===== config.mk =====
export PLATFORM = sky130hd
export DESIGN_NAME = bqh_ctrl
export DESIGN_NICKNAME = d
export VERILOG_FILES = /design/src/byte_quantizer_with_histogram_defines.svh /design/src/bqh_pkg.sv /design/src/bqh_ctrl.sv
export SDC_FILE = /design/constraint.sdc
export NUM_CORES = 1
export LEC_CHECK = 0
export ABC_AREA = 1
export ABC_CLOCK_PERIOD_IN_PS = 2600
export BUFFER_PORTS_ARGS = -buffer_cell sky130_fd_sc_hd__buf_2
export CORE_AREA = 3 3 40 42
export CTS_BUF_LIST = sky130_fd_sc_hd__clkbuf_4 sky130_fd_sc_hd__clkbuf_8 sky130_fd_sc_hd__clkbuf_16
export DETAILED_ROUTE_END_ITERATION = 6
export DIE_AREA = 0 0 43 45
export GPL_TIMING_DRIVEN = 0
export MAX_ROUTING_LAYER = met4
export SYNTH_ARGS = -nofsm -noshare
export SYNTH_HDL_FRONTEND = slang
export SYNTH_SLANG_ARGS = --single-unit

===== constraint.sdc =====
create_clock -name clk -period 2.6 [get_ports clk]
set_clock_uncertainty 0.2 [all_clocks]
set_input_delay 0.52 -clock clk [delete_from_list [all_inputs] [get_ports clk]]
set_output_delay 0.52 -clock clk [all_outputs]
set_load 0.02 [all_outputs]

===== src/byte_quantizer_with_histogram_defines.svh =====
// ----------------------------------------------------------------------------
// Byte quantizer assertion macros
// Immediate-style wrappers for concurrent checks; empty when SYNTH is set.
// ----------------------------------------------------------------------------
`ifndef BYTE_QUANTIZER_WITH_HISTOGRAM_DEFINES_SVH
`define BYTE_QUANTIZER_WITH_HISTOGRAM_DEFINES_SVH

`ifndef SYNTH
// same-cycle implication
`define BQH_ASSERT_IMP(label, ck, rn, ante, cons) \
    label: assert property (@(posedge ck) disable iff (!rn) (ante) |-> (cons)) \
        else $error("bqh assertion failed");
// next-cycle implication
`define BQH_ASSERT_NXT(label, ck, rn, ante, cons) \
    label: assert property (@(posedge ck) disable iff (!rn) (ante) |=> (cons)) \
        else $error("bqh assertion failed");
`else
`define BQH_ASSERT_IMP(label, ck, rn, ante, cons)
`define BQH_ASSERT_NXT(label, ck, rn, ante, cons)
`endif

`endif


===== src/bqh_pkg.sv =====
// ----------------------------------------------------------------------------
// Byte quantizer package
// Item kinds, register indexes, code constants and controller interface types.
// ----------------------------------------------------------------------------
`default_nettype none

package bqh_pkg;

    localparam int CFG_INDEX_WIDTH = 2;
    localparam int DIV_STEPS       = 8;
    localparam int DIV_CNT_WIDTH   = $clog2(DIV_STEPS);

    // item kinds
    localparam logic [1:0] KIND_QUANTIZE = 2'd0;
    localparam logic [1:0] KIND_READ     = 2'd1;
    localparam logic [1:0] KIND_CLEAR    = 2'd2;

    // configuration register indexes
    localparam logic [CFG_INDEX_WIDTH-1:0] REG_LOW_BOUND  = 2'd0;
    localparam logic [CFG_INDEX_WIDTH-1:0] REG_HIGH_BOUND = 2'd1;

    localparam logic [7:0] CODE_LOW     = 8'd0;
    localparam logic [7:0] CODE_HIGH    = 8'd255;
    localparam logic [7:0] CODE_FLAT    = 8'd1;
    localparam logic [7:0] LINEAR_STEPS = 8'd253;

    typedef enum logic [2:0] {
        S_IDLE,
        S_CLASSIFY,
        S_MULTIPLY,
        S_DIVIDE,
        S_READ,
        S_UPDATE,
        S_RESULT
    } state_t;

    typedef struct packed {
        logic load_item;
        logic classify;
        logic multiply;
        logic div_step;
        logic mem_read;
        logic mem_update;
        logic clear_hist;
        logic load_out;
    } ctrl_cmd_t;

    typedef struct packed {
        logic [1:0] in_kind;
        logic [1:0] item_kind;
        logic       direct;
        logic       div_last;
        logic       out_free;
    } ctrl_status_t;

endpackage

`default_nettype wire


===== src/bqh_ctrl.sv =====
// ----------------------------------------------------------------------------
// Byte quantizer controller
// Sequences classify, multiply, divide and histogram access for one item.
// ----------------------------------------------------------------------------
`default_nettype none

module bqh_ctrl (
    input  wire logic                  clk,
    input  wire logic                  rst_n,
    input  wire logic                  in_valid,
    output logic                       in_ready,
    input  wire bqh_pkg::ctrl_status_t status,
    output bqh_pkg::ctrl_cmd_t         cmd
);
    import bqh_pkg::*;

    state_t state_reg;
    state_t state_next;

    always_ff @(posedge clk or negedge rst_n)
    begin
        if (!rst_n)
        begin
            state_reg <= S_IDLE;
        end
        else
        begin
            state_reg <= state_next;
        end
    end

    always_comb
    begin
        state_next = state_reg;
        cmd        = '0;
        in_ready   = 1'b0;
        case (state_reg)
            S_IDLE:
            begin
                in_ready = 1'b1;
                if (in_valid)
                begin
                    cmd.load_item = 1'b1;
                    case (status.in_kind)
                        KIND_QUANTIZE: state_next = S_CLASSIFY;
                        KIND_READ:     state_next = S_READ;
                        KIND_CLEAR:
                        begin
                            cmd.clear_hist = 1'b1;
                            state_next     = S_RESULT;
                        end
                        default:       state_next = S_RESULT;
                    endcase
                end
            end
            S_CLASSIFY:
            begin
                cmd.classify = 1'b1;
                state_next   = S_MULTIPLY;
            end
            S_MULTIPLY:
            begin
                cmd.multiply = 1'b1;
                // skip the divider when the code is already known
                state_next   = status.direct ? S_READ : S_DIVIDE;
            end
            S_DIVIDE:
            begin
                cmd.div_step = 1'b1;
                if (status.div_last)
                begin
                    state_next = S_READ;
                end
            end
            S_READ:
            begin
                cmd.mem_read = 1'b1;
                state_next   = (status.item_kind == KIND_QUANTIZE) ? S_UPDATE : S_RESULT;
            end
            S_UPDATE:
            begin
                cmd.mem_update = 1'b1;
                state_next     = S_RESULT;
            end
            S_RESULT:
            begin
                if (status.out_free)
                begin
                    cmd.load_out = 1'b1;
                    state_next   = S_IDLE;
                end
            end
            default:
            begin
                state_next = S_IDLE;
            end
        endcase
    end

endmodule

`default_nettype wire


==> impl_metrics.yaml <==
final_layout:
  drive_above_1_share: 0.455
  area_growth_pct: 45.4
  final_nets: 88
  diodes: 0
  largest_reg_flops: 3
run:
  maxCapViolCount: 0
critical_path:
  r2r_slack_ps: 1190
  endpoint_kind: "output port"
  worstPathArrival_ps: 1440
  cpMaxStageDelayCell: "dfrtp_1"
  critPathLaunchType: "flop"
  cp.required_ps: 1880
  criticalPathCategory: "flop to output port"
  cp_cell_sequence: "nor2_2, nand3_1, nor3_1, buf_2"
  slowest_delay_ps: 470
  cp_max_fo: 7
pwr:
  power.switching_uw: 285
  pwr-share-clk: 0.176
  ir_worst_vdd_mv: 0.469
  comb_power_share: 0.608
  p_leak_nw: 0.287
  p_int_uw: 252
  totalPowerFinal_uw: 537
  pwr-share-seq: 0.216
  powerDensity_mw_per_mm2: 1130
  sw_frac_of_total: 0.531
logic_synthesis:
  synthFlopType: "dfrtp_1"
  ys_warn_count: 0
  synth_area_um2: 328
  synth_top_area_frac: 0.229
  ys_ff_latch: 3
  synth.most_common_cell: "nor2_1"
  synth_edf_count: 0
  synthCells: 54
  netlist.top_cell.by_area: "dfrtp_1"
  async_reset_ff_frac: 1.00
  synth_nets: 64
  syn_area_per_cell_um2: 6.07
  yosys-top-cells-area: "dfrtp_1 23%, nor2_1 11%, nand2_1 10%"
  synth_cell_type_count: 15
  ys_seq_area_frac: 0.229
  synth_commonest_cells: "10 x nor2_1, 9 x nand2_1, 7 x inv_1"
grt:
  grt_pass1_vias: 332
  grt_pass1_wl_um: 1280
  antenna_found_initial: 0
  grt_use_total: 0.0927
  grt.overflow.total: 0
  grt_max_degree: 8
sta:
  max_freq_ghz: 0.462
  setup_slack_ps: 436
  rsz0062_at_grt: "false"
  period_minus_slack_ps: 2160
  setup_viol: 0
  worst_pin_slew_ps: 309
  holdWs_ps: 394
  fin_crit_sh: 0.832
  hold_violations: 0
  slew_violations: 0
  relSlewSlack: 0.794
  tns_ps: 0
placed_design:
  dp_slack_ps: 696
  port_buffers: 18
  routabilityCongestion: 0.677
  hpwl_um: 660
die:
  die-height_um: 45
  io_pins: 19
  die_width_um: 43
  core_mm2: 0.00128
  rows: 13
  die_area_mm2: 0.00194
  start_util: 0.255
cts:
  clk_root_buffer_cell: "clkbuf_4"
  clock_sinks: 3
  cts_tree: "yes"
  cts_hold_buf: 1
  htreeDepth: 1
  cts_buffer_depth: 2
  postCtsSetupRepairBufs: 0
  clock_latency_ps: 240
  cts_resized: 0
  cts.clk_slew.worst_paths_ps: 40
  numCtsBuffers: 3
route:
  drt-vias-per-instance: 4.28
  wl_um: 837
  drt_first_pass_iters: 4
  avgRoutedWirePerCell_um: 9.10
  post-route-drc-count: 0
  dr_total_vias: 394
  ant_nets: 0
  drt_iter0_drc: 7
min_path:
  hold_class: "primary input to flop"
outcome:
  status: "complete, no violations"
==> final timing paths <==
check | startpoint | to | cells past startpoint
worst max-delay path | state_reg[0] | cmd[1] | 4
worst min register to register | state_reg[0] | state_reg[0] | 2
worst min-delay path | status[1] | state_reg[0] | 4
worst max register to register | state_reg[0] | state_reg[0] | 6
min in group asynchronous | rst_n | state_reg[0] | 2
max in group asynchronous | rst_n | state_reg[2] | 2
==> power groups by stage <==
stage               combinational, mW  sequential [mW]  clock (mW)
floorplan                       0.251            0.106           0
global placement                0.328            0.115           0
detailed placement              0.330            0.116           0
CTS                             0.332            0.116      0.0963
global route                    0.365            0.121       0.102
finish                          0.327            0.116      0.0944
==> cells in the final DEF, fill, tap and decap left out <==
master and n:
o21ai_1 1, nand2_2 2, nand3_2 2, nand4_1 1, nor2_4 2, inv_2 4
o21bai_2 1, clkbuf_4 4, a21oi_1 2, dlygate4sd3_1 1, nor2_1 10, nor2_2 2
buf_2 18, inv_1 7, nor3_1 2, nand3_1 6, dfrtp_1 3, nand2_1 9
==> metrics by stage <==
stage / cell area (µm²) / instances / util
CTS: 477 / 92 / 0.371
global placement: 437 / 87 / 0.340
detailed placement: 437 / 87 / 0.340
finish: 477 / 92 / 0.371
floorplan: 328 / 54 / -
global route: 477 / 92 / 0.371
==> layout make-up <==
type / instances / area, µm²
clock buffers: 4 / 30.0
inverters: 11 / 41.3
flip-flops and latches: 3 / 75.1
repair buffers: 19 / 100
well taps: 15 / 18.8
fillers: 150 / 808
multi-input cells: 40 / 211
==> critical path, delay by kind of cell (launching register included) <==
kind / cells / cell delay (ps)
buffers and inverters: 1 / 190
AND/OR/NAND/NOR: 3 / 550
flip-flops: 1 / 470
==> kinds of logic after synthesis <==
group	after synthesis	share of synthesized area
AND/OR/NAND/NOR	36	0.565
buffers and inverters	11	0.126
AO/OA/AOI/OAI	4	0.0801
flip-flops	3	0.229
==> routing by layer <==
metal,track usage,wire (µm)
met3,0.0120,50
met1,0.101,378
met2,0.153,408
met4,0.0723,0
met5,-,0
Power figures use the tool's default switching activity.
